### src/rtl/core/fts_pkg.sv
// Shared constants, codes and types of the FCFS tick scheduler.
package fts_pkg;

  localparam int MAX_PROCS = 16;
  localparam int IDX_W     = $clog2(MAX_PROCS);
  localparam int CNT_W     = $clog2(MAX_PROCS + 1);
  localparam int TICK_W    = 8;
  localparam int RID_W     = 4;
  localparam int OCNT_W    = 5;

  localparam logic OP_LOAD = 1'b0;
  localparam logic OP_TICK = 1'b1;

  typedef enum logic [2:0] {
    ST_IDLE,
    ST_WALK,
    ST_DISP,
    ST_DISP_WB,
    ST_BURST,
    ST_BURST_WB,
    ST_DONE
  } fts_state_e;

  typedef struct packed {
    logic load;
    logic tick_start;
    logic walk;
    logic disp_wb;
    logic burst_wb;
    logic emit;
  } fts_cmd_t;

  typedef struct packed {
    logic walk_done;
    logic need_disp;
    logic cpu_taken;
    logic out_free;
  } fts_status_t;

endpackage

### src/rtl/core/fts_if.sv
// Request and result channel interfaces of the FCFS tick scheduler.
interface fts_req_if;
  logic       valid;
  logic       ready;
  logic       operation;
  logic [7:0] arrival_ticks;
  logic [7:0] burst_ticks;

  modport source (output valid, operation, arrival_ticks, burst_ticks, input ready);
  modport sink   (input valid, operation, arrival_ticks, burst_ticks, output ready);
endinterface

interface fts_res_if;
  logic       valid;
  logic       ready;
  logic       cpu_busy;
  logic [3:0] running_id;
  logic [7:0] burst_shown;
  logic       finished;
  logic [4:0] ready_count;
  logic [4:0] process_count;

  modport source (output valid, cpu_busy, running_id, burst_shown, finished, ready_count,
                  process_count, input ready);
  modport sink   (input valid, cpu_busy, running_id, burst_shown, finished, ready_count,
                  process_count, output ready);
endinterface

### src/rtl/core/fts_ram.sv
// Generic single-write, single-read RAM with registered read data.
module fts_ram #(
  parameter int WIDTH = 8,
  parameter int DEPTH = 16
) (
  input  logic                     clk_i,
  input  logic                     we_i,
  input  logic [$clog2(DEPTH)-1:0] waddr_i,
  input  logic [WIDTH-1:0]         wdata_i,
  input  logic [$clog2(DEPTH)-1:0] raddr_i,
  output logic [WIDTH-1:0]         rdata_o
);

  logic [WIDTH-1:0] mem_q [DEPTH];
  logic [WIDTH-1:0] rdata_q;

  always_ff @(posedge clk_i) begin
    if (we_i) begin
      mem_q[waddr_i] <= wdata_i;
    end
    rdata_q <= mem_q[raddr_i];
  end

  assign rdata_o = rdata_q;

endmodule

### src/rtl/core/fts_ctrl.sv
// Controller state machine: sequences load, arrival walk, dispatch and burst steps.
module fts_ctrl (
  input  logic                clk_i,
  input  logic                rst_ni,
  input  logic                req_valid_i,
  input  logic                req_op_i,
  output logic                req_ready_o,
  input  fts_pkg::fts_status_t status_i,
  output fts_pkg::fts_cmd_t    cmd_o
);
  import fts_pkg::*;

  fts_state_e state_q, state_d;
  logic       accept;

  assign req_ready_o = (state_q == ST_IDLE);
  assign accept      = req_valid_i && req_ready_o;

  always_ff @(posedge clk_i or negedge rst_ni) begin
    if (!rst_ni) begin
      state_q <= ST_IDLE;
    end else begin
      state_q <= state_d;
    end
  end

  always_comb begin
    state_d = state_q;
    cmd_o   = '0;
    case (state_q)
      ST_IDLE: begin
        if (accept) begin
          if (req_op_i == OP_TICK) begin
            cmd_o.tick_start = 1'b1;
            state_d          = ST_WALK;
          end else begin
            cmd_o.load = 1'b1;
            state_d    = ST_DONE;
          end
        end
      end
      ST_WALK: begin
        cmd_o.walk = 1'b1;
        if (status_i.walk_done) begin
          state_d = ST_DISP;
        end
      end
      ST_DISP: begin
        // FIFO head read is in flight this cycle
        state_d = status_i.need_disp ? ST_DISP_WB : ST_BURST;
      end
      ST_DISP_WB: begin
        cmd_o.disp_wb = 1'b1;
        state_d       = ST_BURST;
      end
      ST_BURST: begin
        state_d = status_i.cpu_taken ? ST_BURST_WB : ST_DONE;
      end
      ST_BURST_WB: begin
        cmd_o.burst_wb = 1'b1;
        state_d        = ST_DONE;
      end
      ST_DONE: begin
        if (status_i.out_free) begin
          cmd_o.emit = 1'b1;
          state_d    = ST_IDLE;
        end
      end
      default: begin
        state_d = ST_IDLE;
      end
    endcase
  end

endmodule

### src/rtl/core/fts_dp.sv
// Datapath: process tables, ready FIFO, CPU holder and result register.
module fts_dp (
  input  logic                       clk_i,
  input  logic                       rst_ni,
  input  fts_pkg::fts_cmd_t          cmd_i,
  output fts_pkg::fts_status_t       status_o,
  input  logic [fts_pkg::TICK_W-1:0] arrival_ticks_i,
  input  logic [fts_pkg::TICK_W-1:0] burst_ticks_i,
  input  logic                       out_ready_i,
  output logic                       out_valid_o,
  output logic                       cpu_busy_o,
  output logic [fts_pkg::RID_W-1:0]  running_id_o,
  output logic [fts_pkg::TICK_W-1:0] burst_shown_o,
  output logic                       finished_o,
  output logic [fts_pkg::OCNT_W-1:0] ready_count_o,
  output logic [fts_pkg::OCNT_W-1:0] process_count_o
);
  import fts_pkg::*;

  logic [CNT_W-1:0]     loaded_q, loaded_d;
  logic [CNT_W-1:0]     fill_q, fill_d;
  logic [CNT_W-1:0]     walk_idx_q, walk_idx_d;
  logic [IDX_W-1:0]     head_q, head_d;
  logic [IDX_W-1:0]     tail_q, tail_d;
  logic [IDX_W-1:0]     holder_q, holder_d;
  logic [IDX_W-1:0]     pidx_q, pidx_d;
  logic                 taken_q, taken_d;
  logic                 pv_q, pv_d;
  logic                 out_valid_q, out_valid_d;
  logic [MAX_PROCS-1:0] flag_q, flag_d;
  logic [TICK_W-1:0]    shown_q, shown_d;
  logic                 done_q, done_d;

  logic                 out_busy_q;
  logic [RID_W-1:0]     out_rid_q;
  logic [TICK_W-1:0]    out_shown_q;
  logic                 out_done_q;
  logic [OCNT_W-1:0]    out_ready_cnt_q;
  logic [OCNT_W-1:0]    out_proc_cnt_q;

  logic                 load_ok, walk_issue, proc, push;
  logic [TICK_W-1:0]    arr_dec;

  logic                 arr_we, bur_we, fifo_we;
  logic [IDX_W-1:0]     arr_waddr, bur_waddr;
  logic [TICK_W-1:0]    arr_wdata, bur_wdata;
  logic [TICK_W-1:0]    arr_rdata, bur_rdata;
  logic [IDX_W-1:0]     fifo_rdata;

  assign load_ok    = cmd_i.load && (loaded_q < CNT_W'(MAX_PROCS));
  assign walk_issue = cmd_i.walk && (walk_idx_q < loaded_q);
  assign proc       = cmd_i.walk && pv_q && !flag_q[pidx_q];
  assign arr_dec    = arr_rdata - TICK_W'(1);
  assign push       = proc && (arr_dec == '0) && (fill_q < CNT_W'(MAX_PROCS));

  // arrival countdowns: written on load and by the walk, read at the walk index
  assign arr_we    = load_ok || proc;
  assign arr_waddr = load_ok ? loaded_q[IDX_W-1:0] : pidx_q;
  assign arr_wdata = load_ok ? arrival_ticks_i : arr_dec;

  // remaining bursts: written on load and after each reported nonzero tick
  assign bur_we    = load_ok || (cmd_i.burst_wb && (bur_rdata != '0));
  assign bur_waddr = load_ok ? loaded_q[IDX_W-1:0] : holder_q;
  assign bur_wdata = load_ok ? burst_ticks_i : (bur_rdata - TICK_W'(1));

  assign fifo_we = push;

  fts_ram #(.WIDTH(TICK_W), .DEPTH(MAX_PROCS)) u_arr_ram (
    .clk_i   (clk_i),
    .we_i    (arr_we),
    .waddr_i (arr_waddr),
    .wdata_i (arr_wdata),
    .raddr_i (walk_idx_q[IDX_W-1:0]),
    .rdata_o (arr_rdata)
  );

  fts_ram #(.WIDTH(TICK_W), .DEPTH(MAX_PROCS)) u_bur_ram (
    .clk_i   (clk_i),
    .we_i    (bur_we),
    .waddr_i (bur_waddr),
    .wdata_i (bur_wdata),
    .raddr_i (holder_q),
    .rdata_o (bur_rdata)
  );

  fts_ram #(.WIDTH(IDX_W), .DEPTH(MAX_PROCS)) u_fifo_ram (
    .clk_i   (clk_i),
    .we_i    (fifo_we),
    .waddr_i (tail_q),
    .wdata_i (pidx_q),
    .raddr_i (head_q),
    .rdata_o (fifo_rdata)
  );

  always_comb begin
    loaded_d    = loaded_q;
    fill_d      = fill_q;
    walk_idx_d  = walk_idx_q;
    head_d      = head_q;
    tail_d      = tail_q;
    holder_d    = holder_q;
    pidx_d      = pidx_q;
    taken_d     = taken_q;
    pv_d        = 1'b0;
    flag_d      = flag_q;
    shown_d     = shown_q;
    done_d      = done_q;
    out_valid_d = out_valid_q;

    if (cmd_i.load || cmd_i.tick_start) begin
      shown_d    = '0;
      done_d     = 1'b0;
      walk_idx_d = '0;
    end
    if (load_ok) begin
      flag_d[loaded_q[IDX_W-1:0]] = 1'b0;
      loaded_d                    = loaded_q + CNT_W'(1);
    end

    if (walk_issue) begin
      pv_d       = 1'b1;
      pidx_d     = walk_idx_q[IDX_W-1:0];
      walk_idx_d = walk_idx_q + CNT_W'(1);
    end
    if (push) begin
      flag_d[pidx_q] = 1'b1;
      fill_d         = fill_q + CNT_W'(1);
      tail_d         = (tail_q == IDX_W'(MAX_PROCS - 1)) ? '0 : tail_q + IDX_W'(1);
    end

    if (cmd_i.disp_wb) begin
      holder_d = fifo_rdata;
      taken_d  = 1'b1;
      fill_d   = fill_q - CNT_W'(1);
      head_d   = (head_q == IDX_W'(MAX_PROCS - 1)) ? '0 : head_q + IDX_W'(1);
    end

    if (cmd_i.burst_wb) begin
      shown_d = bur_rdata;
      if (bur_rdata == '0) begin
        done_d  = 1'b1;
        taken_d = 1'b0;
      end
    end

    if (cmd_i.emit) begin
      out_valid_d = 1'b1;
    end else if (out_ready_i) begin
      out_valid_d = 1'b0;
    end
  end

  always_ff @(posedge clk_i or negedge rst_ni) begin
    if (!rst_ni) begin
      loaded_q    <= '0;
      fill_q      <= '0;
      walk_idx_q  <= '0;
      head_q      <= '0;
      tail_q      <= '0;
      holder_q    <= '0;
      taken_q     <= 1'b0;
      pv_q        <= 1'b0;
      flag_q      <= '0;
      out_valid_q <= 1'b0;
    end else begin
      loaded_q    <= loaded_d;
      fill_q      <= fill_d;
      walk_idx_q  <= walk_idx_d;
      head_q      <= head_d;
      tail_q      <= tail_d;
      holder_q    <= holder_d;
      taken_q     <= taken_d;
      pv_q        <= pv_d;
      flag_q      <= flag_d;
      out_valid_q <= out_valid_d;
    end
  end

  always_ff @(posedge clk_i) begin
    pidx_q  <= pidx_d;
    shown_q <= shown_d;
    done_q  <= done_d;
    if (cmd_i.emit) begin
      out_busy_q      <= taken_q;
      out_rid_q       <= (taken_q || done_q) ? RID_W'(holder_q) : '0;
      out_shown_q     <= shown_q;
      out_done_q      <= done_q;
      out_ready_cnt_q <= OCNT_W'(fill_q);
      out_proc_cnt_q  <= OCNT_W'(loaded_q);
    end
  end

  assign status_o.walk_done = !pv_q && (walk_idx_q >= loaded_q);
  assign status_o.need_disp = !taken_q && (fill_q != '0);
  assign status_o.cpu_taken = taken_q;
  assign status_o.out_free  = !out_valid_q || out_ready_i;

  assign out_valid_o     = out_valid_q;
  assign cpu_busy_o      = out_busy_q;
  assign running_id_o    = out_rid_q;
  assign burst_shown_o   = out_shown_q;
  assign finished_o      = out_done_q;
  assign ready_count_o   = out_ready_cnt_q;
  assign process_count_o = out_proc_cnt_q;

endmodule

### src/rtl/core/fcfs_tick_scheduler.sv
// Load request: tables written on accept; ST_DONE registers the result once out_free.
// Tick request: walk, dispatch and burst steps before the result is registered; the walk
//   reads one arrival countdown per cycle from the arrival RAM.
// One request in flight; the next is taken while the result waits in its register.
// Reset (async, active low) clears counts, FIFO pointers, CPU state and arrived flags;
// the RAM tables stay undefined and need no clearing pass.
module fcfs_tick_scheduler (
  input logic     clk_i,
  input logic     rst_ni,
  fts_req_if.sink req_i,
  fts_res_if.source res_o
);
  import fts_pkg::*;

  fts_cmd_t    cmd;
  fts_status_t status;

  // sequencer: idle / walk / dispatch / burst / emit
  fts_ctrl u_ctrl (
    .clk_i       (clk_i),
    .rst_ni      (rst_ni),
    .req_valid_i (req_i.valid),
    .req_op_i    (req_i.operation),
    .req_ready_o (req_i.ready),
    .status_i    (status),
    .cmd_o       (cmd)
  );

  // tables, ready FIFO, CPU holder and the result register
  fts_dp u_dp (
    .clk_i           (clk_i),
    .rst_ni          (rst_ni),
    .cmd_i           (cmd),
    .status_o        (status),
    .arrival_ticks_i (req_i.arrival_ticks),
    .burst_ticks_i   (req_i.burst_ticks),
    .out_ready_i     (res_o.ready),
    .out_valid_o     (res_o.valid),
    .cpu_busy_o      (res_o.cpu_busy),
    .running_id_o    (res_o.running_id),
    .burst_shown_o   (res_o.burst_shown),
    .finished_o      (res_o.finished),
    .ready_count_o   (res_o.ready_count),
    .process_count_o (res_o.process_count)
  );

  // a finished job has released the CPU
  assert property (@(posedge clk_i) disable iff (!rst_ni)
    res_o.valid |-> !(res_o.finished && res_o.cpu_busy))
    else $error("finished reported while CPU still busy");

  // the ready FIFO never holds more than the loaded processes
  assert property (@(posedge clk_i) disable iff (!rst_ni)
    res_o.valid |-> (res_o.ready_count <= res_o.process_count))
    else $error("ready count exceeds process count");

  // a nonzero burst shown means the job keeps running
  assert property (@(posedge clk_i) disable iff (!rst_ni)
    (res_o.valid && (res_o.burst_shown != '0)) |-> (res_o.cpu_busy && !res_o.finished))
    else $error("nonzero burst shown without a running job");

  // an accepted request keeps the block busy for at least the next cycle
  assert property (@(posedge clk_i) disable iff (!rst_ni)
    (req_i.valid && req_i.ready) |=> !req_i.ready)
    else $error("request taken while previous one in progress");

endmodule

### src/flat_wrapper.sv
// flat-port wrapper written by rule: the top's interface ports become plain ports
module fcfs_tick_scheduler_flat import fts_pkg::*;
  (clk_i, rst_ni, req_i_valid, req_i_operation, req_i_arrival_ticks, req_i_burst_ticks, req_i_ready, res_o_valid, res_o_cpu_busy, res_o_running_id, res_o_burst_shown, res_o_finished, res_o_ready_count, res_o_process_count, res_o_ready);
  fts_req_if req_i_i ();
  fts_res_if res_o_i ();
  input logic clk_i;
  input logic rst_ni;
  input wire logic [$bits(req_i_i.valid)-1:0] req_i_valid;
  input wire logic [$bits(req_i_i.operation)-1:0] req_i_operation;
  input wire logic [$bits(req_i_i.arrival_ticks)-1:0] req_i_arrival_ticks;
  input wire logic [$bits(req_i_i.burst_ticks)-1:0] req_i_burst_ticks;
  output wire logic [$bits(req_i_i.ready)-1:0] req_i_ready;
  output wire logic [$bits(res_o_i.valid)-1:0] res_o_valid;
  output wire logic [$bits(res_o_i.cpu_busy)-1:0] res_o_cpu_busy;
  output wire logic [$bits(res_o_i.running_id)-1:0] res_o_running_id;
  output wire logic [$bits(res_o_i.burst_shown)-1:0] res_o_burst_shown;
  output wire logic [$bits(res_o_i.finished)-1:0] res_o_finished;
  output wire logic [$bits(res_o_i.ready_count)-1:0] res_o_ready_count;
  output wire logic [$bits(res_o_i.process_count)-1:0] res_o_process_count;
  input wire logic [$bits(res_o_i.ready)-1:0] res_o_ready;
  assign req_i_i.valid = req_i_valid;
  assign req_i_i.operation = req_i_operation;
  assign req_i_i.arrival_ticks = req_i_arrival_ticks;
  assign req_i_i.burst_ticks = req_i_burst_ticks;
  assign req_i_ready = req_i_i.ready;
  assign res_o_valid = res_o_i.valid;
  assign res_o_cpu_busy = res_o_i.cpu_busy;
  assign res_o_running_id = res_o_i.running_id;
  assign res_o_burst_shown = res_o_i.burst_shown;
  assign res_o_finished = res_o_i.finished;
  assign res_o_ready_count = res_o_i.ready_count;
  assign res_o_process_count = res_o_i.process_count;
  assign res_o_i.ready = res_o_ready;
  fcfs_tick_scheduler u_core (.clk_i(clk_i), .rst_ni(rst_ni), .req_i(req_i_i), .res_o(res_o_i));
endmodule
### config.mk
export PLATFORM = sky130hd
export DESIGN_NAME = fcfs_tick_scheduler_flat
export DESIGN_NICKNAME = d
export VERILOG_FILES = /design/src/rtl/core/fts_pkg.sv /design/src/rtl/core/fts_if.sv /design/src/rtl/core/fts_ram.sv /design/src/rtl/core/fts_ctrl.sv /design/src/rtl/core/fts_dp.sv /design/src/rtl/core/fcfs_tick_scheduler.sv /design/src/flat_wrapper.sv
export SDC_FILE = /design/constraint.sdc
export NUM_CORES = 1
export LEC_CHECK = 0
export ABC_AREA = 1
export BUFFER_PORTS_ARGS = -buffer_cell sky130_fd_sc_hd__buf_2
export CAP_MARGIN = 40
export CORE_UTILIZATION = 47
export CTS_BUF_LIST = sky130_fd_sc_hd__clkbuf_2
export CTS_CLUSTER_SIZE = 24
export DETAILED_ROUTE_END_ITERATION = 10
export PLACE_DENSITY = 0.65
export SLEW_MARGIN = 20
export SYNTH_ARGS = -nofsm -noshare
export SYNTH_HDL_FRONTEND = slang
export SYNTH_SLANG_ARGS = --single-unit
### constraint.sdc
create_clock -name clk_i -period 2.7 [get_ports clk_i]
set_input_delay 0.54 -clock clk_i [delete_from_list [all_inputs] [get_ports clk_i]]
set_output_delay 0.54 -clock clk_i [all_outputs]
set_load 0.02 [all_outputs]
Word-level counts from Yosys, hierarchy flattened
Memories as Yosys holds them, arrays and structs flattened. A register that Yosys moved wholly into a read port is not among the register bits.
Index checks and enable logic that the tools add are counted.
Widths: inputs -> output; s select.
{"block": "totals", "n_memories": 3, "romBits": 0, "register_bits": 86, "ramBits": 320, "out_inout_bits": 26, "latchBits": 0, "input_bits": 21, "wordCells": 135}
{"name": "u_core.u_dp.u_arr_ram.mem_q", "depth": 16, "width": 8, "read_ports": 1, "rd_ports_with_merged_regs": 1, "write_ports": 1, "line": "fts_ram.sv:14", "rtl": "logic [WIDTH-1:0] mem_q [DEPTH];"}
{"name": "u_core.u_dp.u_bur_ram.mem_q", "depth": 16, "width": 8, "read_ports": 1, "rd_ports_with_merged_regs": 1, "write_ports": 1, "line": "fts_ram.sv:14"}
{"name": "u_core.u_dp.u_fifo_ram.mem_q", "depth": 16, "width": 4, "read_ports": 1, "rd_ports_with_merged_regs": 1, "write_ports": 1, "line": "fts_ram.sv:14"}
{"block": "classes", "eq_ne": 11, "div": 0, "mux": 51, "n_lt_le_gt_ge": 8, "bitwise": 3, "reduce_logical": 31, "n_shift": 0, "mul": 0, "add_sub_neg": 8}
{"operator": "$mux 16", "n": 2}
{"operator": "$mux 8", "n": 4}
{"operator": "$mux 1", "n": 25}
{"operator": "$pmux 3 s7", "n": 1}
{"operator": "$mux 5", "n": 4}
{"operator": "$and 16x16->16", "n": 1}
{"operator": "$logic_not 8->1", "n": 2}
{"operator": "$mux 4", "n": 4}
{"operator": "$not 16->16", "n": 1}
{"operator": "$or 16x16->16", "n": 1}
{"operator": "$sub 8x1->8 const B", "n": 2}
{"operator": "$add 5x1->5 const B", "n": 3}
{"operator": "$mux 3", "n": 5}
{"operator": "$logic_and 1x1->1", "n": 12}
{"operator": "$lt 4x5->1 const B", "n": 2}
{"operator": "$lt 5x5->1 const B", "n": 2}
{"operator": "$eq 3x3->1 const B", "n": 3}
{"operator": "$add 4x1->4 const B", "n": 2}
{"operator": "$demux 1 s4", "n": 2}
{"operator": "$eq 4x4->1 const B", "n": 2}
{"operator": "$ge 4x1->1 const B", "n": 2}
{"operator": "$reduce_bool 2->1", "n": 4}
{"operator": "$reduce_bool 8->1", "n": 1}
{"operator": "$eq 3x2->1 const B", "n": 2}
{"operator": "other kinds (12)", "n": 23}

Longest topological paths before layout
Gate-level depths: netlist (run 1).
{"block": "depth", "depth_word": 9, "ltp_mapped": 13, "ltp_nobuf": 13}

Hierarchy
From an unflattened synthesis (run 1), not the netlist that was laid out.
{"block": "hier_totals", "hier_cells": 1935, "area_unflattened_um2": 19107.1}
{"module": "fts_ram at u_core.u_dp.u_arr_ram ...", "instances": 2, "area_each_um2": 5766.8, "cells_each": 551}
{"module": "fts_dp", "instances": 1, "area_each_um2": 4317.9, "cells_each": 494}
{"module": "fts_ram at u_core.u_dp.u_fifo_ram", "instances": 1, "area_each_um2": 2966.6, "cells_each": 290}
{"module": "fts_ctrl", "instances": 1, "area_each_um2": 289.0, "cells_each": 49}

Worst setup path after synthesis (run 1)
OpenSTA, ideal clock, no wires.
{"block": "synth_timing", "path_kind": "register to register", "startpoint": "register u_core.u_dp.pidx_q[0]", "endpoint": "memory u_core.u_dp.u_arr_ram.mem_q[1][0], enable pin", "stages_incl_launch_ff": 11, "t_required_ps": 2317, "arrival_time_ps": 2125, "synth_period_minus_slack_ps": 2508, "path_slack_ps": 192, "n_path_buf": 1, "path_cell_list": "edfxtp_1 buf_6 nand2_1 inv_2 nand2_1 nand2_1 o21ai_1 nand2_2 o21ai_2 inv_1 nor3_1"}
{"block": "synth_via", "elab_chain_cells": 7, "elab_cells_between_ends": 8, "cone_classes": "5 x mux; 3 x reduce/logical"}
{"item": "from (decl)", "line": "fts_dp.sv:26", "rtl": "logic [IDX_W-1:0] pidx_q, pidx_d;"}
{"item": "from (signal assigned)", "line": "fts_dp.sv:180", "rtl": "pidx_q <= pidx_d;"}
{"item": "$bmux 1 s4", "line": "fts_dp.sv:52", "rtl": "assign proc = cmd_i.walk && pv_q && !flag_q[pidx_q];"}
{"item": "$mux 1 (implied by the code)", "line": "fts_dp.sv:52"}
{"item": "$logic_not 1->1", "line": "fts_dp.sv:52"}
{"item": "$logic_and 1x1->1", "line": "fts_dp.sv:52"}
{"item": "$logic_or 1x1->1", "line": "fts_dp.sv:57", "rtl": "assign arr_we = load_ok || proc;"}
{"item": "$mux 1", "line": "fts_ram.sv:18", "rtl": "if (we_i) begin"}
{"item": "$mux 1 (implied by the code)", "line": "fts_ram.sv:19", "rtl": "mem_q[waddr_i] <= wdata_i;"}
{"item": "to (decl)", "line": "fts_ram.sv:14"}
Parallel ways exist; a longest one is shown, timed or not. The select of a mux whose other input is x is not followed.

Worst setup path after layout (run 1)
{"block": "layout_timing", "startpoint": "register u_core.u_ctrl.state_q[1]", "endpoint": "output port req_i_ready"}
{"block": "layout_via", "elab_chain_cells": 1}
{"item": "from (decl)", "line": "fts_ctrl.sv:13", "rtl": "fts_state_e state_q, state_d;"}
{"item": "from (signal assigned)", "line": "fts_ctrl.sv:23", "rtl": "state_q <= state_d;"}
{"item": "$logic_not 3->1", "line": "fts_ctrl.sv:16", "rtl": "assign req_ready_o = (state_q == ST_IDLE);"}
{"item": "to (decl)", "line": "flat_wrapper.sv:12", "rtl": "output wire logic [$bits(req_i_i.ready)-1:0] req_i_ready;"}
No other way between the ends.

==> flow_metrics.tcl, run 1 <==
set metrics [dict create \
    cts-resized-gates 0 \
    start_util 0.482 \
    avgViaCountPerCell 5.46 \
    cp_cell_sequence "nor2_2 > nand2_2 > inv_1 > buf_2" \
    final_cells 2295 \
    dp.cells 2091 \
    synth-seq-cells 426 \
    final_hold_viol_count 0 \
    seq_area_frac_synth 0.695 \
    finalCritPeriodShare 0.916 \
    fin_crit_ns 2.47 \
    endpoint "req_i_ready" \
    async_flop_share 0.115 \
    grt_max_degree 68 \
    fin_ws_ns 0.227 \
    crit_type "flop to primary output" \
    powerDensity_nw_per_um2 999 \
    fin_skew_ns 0.0795 \
    slowest_delay_ns 0.45 \
    r2r_cells 8 \
    totalWireLength_mm 43.1 \
    synth_edf_count 356 \
    netlist_area_sq_um 17800 \
    top_layer "met4" \
    grt_overflow 0 \
    ioPinCount 47 \
    root_buffer "clkbuf_2" \
    synth.distinct_cells 46 \
    path_depth 4 \
    cp_data_required_time_ns 2.16 \
    antenna_found_initial 1 \
    die_area_sq_um 38600 \
    cp_num_buf_inv 2 \
    setup_tns_ns 0 \
    clock.fmax_mhz 404 \
    slew_viol_final 0 \
    netlist_instances 1520 \
    setup_violations 0 \
    cp_top_family "flip-flops" \
    drtIter0Drc 1022 \
    firstDrtPassIters 7 \
    drt-wirelength-per-cell_um 18.8 \
    post_synth.cell_area_avg_sq_um 11.7 \
    end_kind "primary output" \
    numCtsBuffers 104 \
    drive_gt1_frac 0.191 \
    grt_use_total 0.227 \
    ir_drop_mv 0.427 \
    status "finished clean" \
    rrSetupSlack_ns 0.31 \
    dpl_worst_slack_ns 0.275 \
    grt_pass1_vias 12100 \
    die_h_um 196 \
    r2r_end "u_core.u_dp.u_bur_ram.mem_q[0][4]" \
    holdCritPathClass "input pin to flop" \
    synthFlopType "edfxtp_1" \
    grt_pass1_wl_mm 66.7 \
    r2r_start "u_core.u_dp.u_bur_ram.rdata_o[0]" \
    cts_htree_levels 3 \
    drc_errors 0 \
    critPathLaunch "u_core.u_ctrl.state_q[1]" \
    synth_fp_nets 1564 \
    yosysWarningCount 0 \
    gp_congestion 0.895 \
    cp_data_arrival_time_ns 1.93 \
    rsz0062_at_grt "false" \
    final_util 0.548 \
    wl_met3_mm 3.38 \
    core_sq_um 36900 \
    clock-sinks 426 \
    path_clk_slew_ns 0.12 \
    cp_max_fo 6 \
    maxCapViolCount 0 \
    nNetsFinal 1745 \
    relSlewSlack 0.438 \
    cts_tree "yes" \
    std_cell_rows 70 \
    die_x_um 196 \
    wl_met2_mm 20.4 \
    dp_hpwl_mm 28.3 \
    met1_length_mm 18.5 \
    critical_path.slowest_cell "dfrtp_1" \
    io_buffers 46 \
    leakage_nw 7.62 \
    fin_hold_ws_ns 0.124 \
    cts_setup_buffers 0 \
    insertion_delay_ns 1.00 \
    worst_pin_slew_ns 0.842 \
    startpoint_type "flop" \
    synthToLayoutAreaGrowth_pct 13.9 \
    clk_path_buf_depth 3 \
    ant_nets 0 \
    vias 12500 \
]
kinds of logic (layout without fill, tap and decap cells):
family	Yosys count	count (layout)	share of synthesized area
AND/OR/NAND/NOR	553	553	0.129
other	0	1	0
AO/OA/AOI/OAI	345	345	0.113
buffers and inverters	152	422	0.0352
adder cells (fa/ha/maj)	23	23	0.0166
flip-flops	426	426	0.695
multiplexers	5	5	0.00282
XOR/XNOR	16	16	0.00789
how the worst min path moves through the flow:
stage	from	to	slack (ns)	cells past startpoint
6_report	req_i_burst_ticks[0]	u_core.u_dp.u_bur_ram.mem_q[15][0]	0.12	4
5_1_grt	req_i_burst_ticks[0]	u_core.u_dp.u_bur_ram.mem_q[10][0]	0.06	4
4_1_cts	req_i_burst_ticks[0]	u_core.u_dp.u_bur_ram.mem_q[15][0]	0.005	4
3_5_place_dp	rst_ni	u_core.u_dp.fill_q[1]	0.36	1
3_3_place_gp	rst_ni	u_core.u_dp.fill_q[1]	0.36	1
2_1_floorplan	rst_ni	u_core.u_ctrl.state_q[0]	0.24	0
final cells by class:
type	count	area (sq um)
fill	3124	16700
sequential	426	12300
multi-input combinational	942	4800
timing repair buffer	146	1040
clock buffer	152	761
tap	504	631
clock inverter	43	342
inverter	81	307
antenna	1	2.50
cell usage after synthesis, drive strengths merged (2+ instances only):
library cell,number,area share
o31ai,3,0.0013
o211ai,9,0.0038
edfxtp,356,0.60
nor3,31,0.0094
o22ai,42,0.015
clkbuf,53,0.011
dfrtp,49,0.069
xnor2,3,0.0015
buf,18,0.0068
o21ai,223,0.064
mux2i,5,0.0028
o21bai,2,0.00085
o221ai,39,0.019
a21oi,20,0.0069
dfxtp,21,0.024
nor4,3,0.0011
ha,22,0.016
clkinv,3,0.00063
nand3,59,0.017
inv,78,0.017
nand2,192,0.041
nor2,256,0.056
a31oi,4,0.0014
xor2,13,0.0064
nand4,9,0.0032
registers in the layout, summed over array words and instances (netlist names), 5 cells and up:
signal,flops
u_core.u_dp.process_count_o,5
u_core.u_dp.shown_q,8
u_core.u_dp.ready_count_o,5
u_core.u_dp.burst_shown_o,8
u_core.u_dp.u_arr_ram.mem_q,128
u_core.u_dp.u_bur_ram.rdata_o,8
u_core.u_dp.fill_q,5
u_core.u_dp.loaded_q,5
u_core.u_dp.u_fifo_ram.mem_q,64
u_core.u_dp.u_bur_ram.mem_q,128
u_core.u_dp.flag_q,16
u_core.u_dp.u_arr_ram.rdata_o,8
u_core.u_dp.walk_idx_q,5
routing by layer:
metal / up-vias / track usage
met2: 520 / 0.362
met5: - / 0
li1: 5898 / -
met3: 54 / 0.0507
met4: 0 / 0.0894
met1: 6055 / 0.302
report_power, final:
group          leakage, nW  total [mW]  switching, mW  internal (mW)
sequential            3.93        8.97          0.370           8.60
combinational         2.89        6.54           4.72           1.82
clock                0.796        4.68           2.57           2.11
what timing repair did:
action                     4_1_cts  5_1_grt
hold endpoints to repair        66        0
setup endpoints to repair        0        0
hold buffers                     8        0
layout by cell type, fill, tap and decap left out, types with 3 or more instances in the layout:
cell,instances
ha_1,22
buf_12,3
xor2_1,13
dlygate4sd3_1,8
o211ai_1,9
o22ai_1,42
clkbuf_2,152
clkinv_1,28
xnor2_1,3
nor4_1,3
o21ai_2,4
o21ai_1,22
bufinv_16,6
buf_4,89
inv_2,8
nor2_1,248
nand4_1,9
o221ai_1,39
edfxtp_1,356
inv_1,70
nand2_1,186
nor3_1,30
nand2_2,6
mux2i_1,5
dfrtp_1,47
dfxtp_1,21
o31ai_1,3
a31oi_1,4
o21ai_0,197
clkinv_2,8
nor2_2,6
buf_2,46
nand3_1,58
a21oi_1,18
tightest hold or removal path, delay by kind of cell:
kind                   cells  cell delay, ns
and+or+nand+nor            1            0.05
AOI/OAI and AO/OA          1            0.14
buffers and inverters      2            0.27
through the flow:
stage	power, mW	instance area (sq um)
2_1_floorplan	12.9	17800
3_3_place_gp	15.5	19000
3_5_place_dp	15.6	19000
4_1_cts	20.3	20200
5_1_grt	21.3	20200
6_report	20.2	20200
(Power assumes the default switching activity.)
==> run 2: changes to the inputs <==
--- a/config.mk
+++ b/config.mk
@@ -5,7 +5,6 @@
 export SDC_FILE = /design/constraint.sdc
 export NUM_CORES = 1
 export LEC_CHECK = 0
-export ABC_AREA = 1
 export BUFFER_PORTS_ARGS = -buffer_cell sky130_fd_sc_hd__buf_2
 export CAP_MARGIN = 40
 export CORE_UTILIZATION = 47
==> flow_metrics.tcl, run 2 <==
set metrics [dict create \
    final_util 0.554 \
    synthTopCellsByArea "edfxtp_1, mux4_2, dfrtp_1" \
    die_area_sq_um 37800 \
    gp_congestion 0.852 \
    largest_registers "u_core.u_dp.u_arr_ram.mem_q (128), u_core.u_dp.u_bur_ram.mem_q (128), u_core.u_dp.u_fifo_ram.mem_q (64)" \
    finalCritPeriodShare 0.970 \
    grt_pass1_vias 10100 \
    end_kind "flop" \
    drtIter0Drc 855 \
    mostFrequentLayoutCells "edfxtp_1, clkbuf_2, buf_4" \
    synth-seq-cells 426 \
    io_buffers 46 \
    fin_skew_ns 0.0826 \
    yosysMostFrequentCell "edfxtp_1" \
    start_util 0.477 \
    nFillCells 2929 \
    clock-sinks 426 \
    numCtsBuffers 105 \
    power_mw 18.9 \
    clk_path_buf_depth 3 \
    synthToLayoutAreaGrowth_pct 16.1 \
    final_cells 1797 \
    synth_edf_count 356 \
    dp_hpwl_mm 25.1 \
    startpoint_type "flop" \
    post_synth.cell_area_avg_sq_um 17.3 \
    seq_area_frac_synth 0.708 \
    cts_tree "yes" \
    ant_nets 0 \
    crit_type "flop to flop" \
    worst_pin_slew_ns 0.744 \
    final_hold_viol_count 0 \
    cts_htree_levels 3 \
    dpl_worst_slack_ns -0.301 \
    synthFlopType "edfxtp_1" \
    firstDrtPassIters 7 \
    drive_gt1_frac 0.354 \
    yosysWarningCount 0 \
    avgViaCountPerCell 5.48 \
    synth.distinct_cells 68 \
    antenna_found_initial 1 \
    grt_max_degree 50 \
    grt_pass1_wl_mm 58.5 \
    fin_crit_ns 2.62 \
    cp_data_arrival_time_ns 3.26 \
    rsz0062_at_grt "true" \
    die_x_um 195 \
    nNetsFinal 1281 \
    powerDensity_nw_per_um2 933 \
    status "finished clean" \
    netlist_instances 1005 \
    fin_ws_ns 0.0800 \
    insertion_delay_ns 1.01 \
    leakage_nw 7.16 \
    fin_hold_ws_ns 0.153 \
    ys_top_cells_by_count "edfxtp_1, mux4_2, nor2_1" \
    totalWireLength_mm 37.7 \
    synth_fp_nets 1049 \
    core_sq_um 36500 \
    grt_use_total 0.207 \
    drc_errors 0 \
    vias 9847 \
    holdCritPathClass "input pin to flop" \
    async_flop_share 0.115 \
    cp_data_required_time_ns 3.34 \
    maxCapViolCount 0 \
    slew_viol_final 0 \
    netlist_area_sq_um 17400 \
    ir_drop_mv 0.669 \
    grt_overflow 0 \
    std_cell_rows 70 \
    setup_violations 0 \
    cp_max_fo 15 \
    synth_top_cell_by_area "edfxtp_1" \
    final_common_cell "edfxtp_1" \
    clock.fmax_mhz 382 \
    path_clk_slew_ns 0.11 \
    drt-wirelength-per-cell_um 21.0 \
    dp.cells 1577 \
    synth_top_area_frac 0.614 \
    root_buffer "clkbuf_2" \
    die_h_um 195 \
    ioPinCount 47 \
    relSlewSlack 0.502 \
]
==> run 2: cell types whose count changed after synthesis, moves of 46 or more <==
cell	change
nor2_1	-184
nand3_1	-46
mux4_2	+91
inv_1	-46
o21ai_0	-147
nand2_1	-140
==> run 2: cell type report <==
type | count | area [sq um] | area share
antenna | 1 | 2.50 | 0.000124
clock buffer | 156 | 781 | 0.0386
clock inverter | 42 | 259 | 0.0128
inverter | 25 | 93.8 | 0.00464
multi-input combinational | 502 | 4840 | 0.239
sequential | 426 | 12300 | 0.610
tap | 468 | 586 | 0.0289
timing repair buffer | 177 | 1340 | 0.0660
==> run 2: per-layer routing <==
metal  wire, um  GRT usage  vias to the layer above
met5          0          0                        -
met4        827     0.0729                        0
met3       2260     0.0547                       62
met2      17200      0.307                      325
met1      17400      0.298                     4927
li1           -          -                     4533
==> run 2: worst paths after layout <==
path / startpoint / endpoint / slack [ns] / cells after the start
min in group asynchronous: rst_ni / u_core.u_dp.loaded_q[3] / 0.20 / 3
max reg2reg: u_core.u_dp.u_arr_ram.rdata_o[1] / u_core.u_dp.u_fifo_ram.mem_q[9][0] / 0.08 / 8
min reg2reg: u_core.u_dp.shown_q[7] / u_core.u_dp.burst_shown_o[7] / 0.41 / 0
max in group asynchronous: rst_ni / u_core.u_dp.holder_q[0] / 1.95 / 3
max: u_core.u_dp.u_arr_ram.rdata_o[1] / u_core.u_dp.u_fifo_ram.mem_q[9][0] / 0.08 / 8
min: req_i_burst_ticks[2] / u_core.u_dp.u_bur_ram.mem_q[0][2] / 0.15 / 4
==> run 2: metrics by stage <==
stage          area [sq um]  TNS (ns)
3_5_place_dp          18900    -18.14
6_report              20200         0
4_1_cts               20200         0
3_3_place_gp          18900    -21.00
5_1_grt               20200   -0.0995
2_1_floorplan         17400     -5.00
==> run 2: worst max-delay path: stages (launching register included) <==
cell and delay (ns):
dfxtp_2 0.35, inv_2 0.07, ha_4 0.13, or3b_4 0.37
o31a_1 0.30, or3_4 0.44, nor3_4 0.16, buf_12 0.17
and4b_2 0.30
==> run 2: cells by family after synthesis <==
logic type,share of synthesized area
XOR/XNOR,0.00955
adder cells (fa/ha/maj),0.0169
flip-flops,0.708
AND/OR/NAND/NOR,0.0644
buffers and inverters,0.0185
AO/OA/AOI/OAI,0.0512
multiplexers,0.131
==> run 2: timing repair <==
item	4_1_cts	5_1_grt
pin swaps	1	3
setup endpoints to repair	18	151
endpoints found under the hold margin	165	0
gates resized for setup	1	22
buffers inserted	2	2
hold buffers	16	0
==> run 2: power by group <==
part           leakage [nW]  internal, mW  switching [mW]  total, mW
Combinational          2.46          2.26            3.15       5.42
Clock                 0.772          1.86            2.54       4.40
Sequential             3.93          8.63           0.438       9.07
==> run 3: changes to the inputs <==
==> constraint.sdc (replaced) <==
create_clock -name clk_i -period 2.7 [get_ports clk_i]
set_input_delay 0.54 -clock clk_i [delete_from_list [all_inputs] [get_ports clk_i]]
set_output_delay 0.54 -clock clk_i [all_outputs]
set_load 0.005 [all_outputs]
==> flow_metrics.tcl, run 3 (same netlist as run 2, synthesis figures left out) <==
set metrics [dict create \
    clock-sinks 426 \
    ant_nets 0 \
    min_path_cells 4 \
    clock.fmax_mhz 382 \
    grt_pass1_vias 10100 \
    relSlewSlack 0.479 \
    mostFrequentLayoutCells "edfxtp_1, clkbuf_2, buf_4" \
    slowest_delay_ns 0.44 \
    dp.cells 1577 \
    whs_endpoint "u_core.u_ctrl.state_q[2]" \
    cp_cell_sequence "inv_2 > ha_4 > or3b_4 > o31a_1 > or3_4 > nor3_4 > buf_12 > and4b_2" \
    startpoint_type "flop" \
    status "finished clean" \
    grt_use_total 0.207 \
    p_sw_frac 0.322 \
    multiInputGateArea_sq_um 4840 \
    totalWireLength_mm 37.7 \
    setup_violations 0 \
    rsz0062_at_grt "true" \
    die_x_um 195 \
    grt_overflow 0 \
    firstDrtPassIters 7 \
    seqPwrFrac 0.483 \
    avgViaCountPerCell 5.50 \
    ir_drop_mv 0.665 \
    rrSetupSlack_ns 0.08 \
    intPower_mw 12.7 \
    drc_errors 0 \
    drtIter0Drc 872 \
    insertion_delay_ns 1.01 \
    nNetsFinal 1281 \
    path_clk_slew_ns 0.10 \
    antenna_found_initial 1 \
    holdCritPathClass "input pin to flop" \
    cp_max_fo 15 \
    power_frac_comb 0.283 \
    maxCapViolCount 0 \
    p_sw_mw 6.05 \
    dp_hpwl_mm 25.1 \
    nFillCells 2933 \
    ioPinCount 47 \
    r2r_end "u_core.u_dp.u_fifo_ram.mem_q[9][0]" \
    largest_registers "u_core.u_dp.u_arr_ram.mem_q (128), u_core.u_dp.u_bur_ram.mem_q (128), u_core.u_dp.u_fifo_ram.mem_q (64)" \
    cts_tree "yes" \
    io_buffers 46 \
    final_hold_viol_count 0 \
    r2r_start "u_core.u_dp.u_arr_ram.rdata_o[1]" \
    finalCritPeriodShare 0.969 \
    final_common_cell "edfxtp_1" \
    crit_type "flop to flop" \
    regArea_sq_um 12300 \
    fin_skew_ns 0.0869 \
    cp_data_required_time_ns 3.34 \
    drt-wirelength-per-cell_um 21.0 \
    end_kind "flop" \
    die_area_sq_um 37800 \
    grt_max_degree 50 \
    cp_data_arrival_time_ns 3.26 \
    drive_gt1_frac 0.354 \
    gp_congestion 0.852 \
    leakage_nw 7.16 \
    power_mw 18.8 \
    grt_pass1_wl_mm 58.4 \
    power.share.clock 0.234 \
    start_util 0.477 \
    numCtsBuffers 105 \
    r2r_cells 8 \
    fin_crit_ns 2.62 \
    clk_path_buf_depth 3 \
    vias 9877 \
    die_h_um 195 \
    slew_viol_final 0 \
    std_cell_rows 70 \
    root_buffer "clkbuf_2" \
    worst_pin_slew_ns 0.779 \
    final_cells 1797 \
    powerDensity_nw_per_um2 929 \
    synthToLayoutAreaGrowth_pct 16.1 \
    critical_path.slowest_cell "or3_4" \
    min_from "req_i_valid" \
    core_sq_um 36500 \
    cts_htree_levels 3 \
]
[run 3: cell counts in the layout (fill, tap and decap cells not counted)]
No cell type changed its count.
[run 3: timing repair]
action	in CTS	in global routing
resized for setup	1	21
buffers inserted	1	3
hold endpoints to repair	165	0
setup endpoints to repair	17	151
hold buffers	16	0
pin swaps	1	3
[run 3: cell type report]
type / count / area share
sequential: 426 / 0.610
multi-input combinational: 502 / 0.239
timing repair buffer: 177 / 0.0659
clock buffer: 156 / 0.0386
tap: 468 / 0.0289
clock inverter: 42 / 0.0128
inverter: 25 / 0.00464
antenna: 1 / 0.000124
[run 3: how the worst max path moves through the flow]
stage | from | depth (start not counted) | to
after global placement | req_i_operation | 9 | u_core.u_dp.u_arr_ram.mem_q[14][7]
after floorplan | u_core.u_dp.pidx_q[0] | 6 | u_core.u_dp.u_arr_ram.mem_q[3][0]
after detailed placement | req_i_operation | 9 | u_core.u_dp.u_arr_ram.mem_q[6][5]
after CTS | u_core.u_dp.u_arr_ram.rdata_o[1] | 8 | u_core.u_dp.u_fifo_ram.mem_q[8][3]
after global routing | u_core.u_ctrl.state_q[0] | 8 | u_core.u_dp.u_arr_ram.mem_q[5][7]
final | u_core.u_dp.u_arr_ram.rdata_o[1] | 8 | u_core.u_dp.u_fifo_ram.mem_q[9][0]
[run 3: routing by layer]
| metal | GRT usage | part of all wire | vias to the layer above |
|---|---|---|---|
| met5 | 0 | 0 | - |
| met3 | 0.0543 | 0.064 | 61 |
| met1 | 0.298 | 0.46 | 4949 |
| li1 | - | - | 4532 |
| met2 | 0.306 | 0.46 | 335 |
| met4 | 0.0720 | 0.021 | 0 |
[run 3: stage by stage]
step | hold WS, ns | setup TNS, ns | cell area (sq um) | setup WS (ns) | util
5_1_grt | 0.0631 | -0.0810 | 20200 | -0.0141 | 0.554
3_5_place_dp | 0.405 | -18.14 | 18900 | -0.301 | 0.518
2_1_floorplan | 0.244 | -5.00 | 17400 | -0.153 | -
3_3_place_gp | 0.404 | -21.00 | 18900 | -0.283 | 0.518
6_report | 0.152 | 0 | 20200 | 0.0848 | 0.554
4_1_cts | 0.0320 | 0 | 20100 | 0.0000620 | 0.552
[run 3: worst max-delay path: cells and delay by family, from the launching register on]
family	cells	cell delay [ns]
adder cells (fa/ha/maj)	1	0.13
flip-flops	1	0.35
AND/OR/NAND/NOR	4	1.27
buffers and inverters	2	0.23
AO/OA/AOI/OAI	1	0.30
[run 3: power by group through the flow]
stage,sequential [mW],combinational [mW],clock [mW]
6_report,9.07,5.32,4.40
5_1_grt,9.14,5.78,4.91
4_1_cts,9.06,5.29,4.56
3_5_place_dp,9.21,5.24,0
3_3_place_gp,9.19,5.14,0
2_1_floorplan,9.08,3.26,0
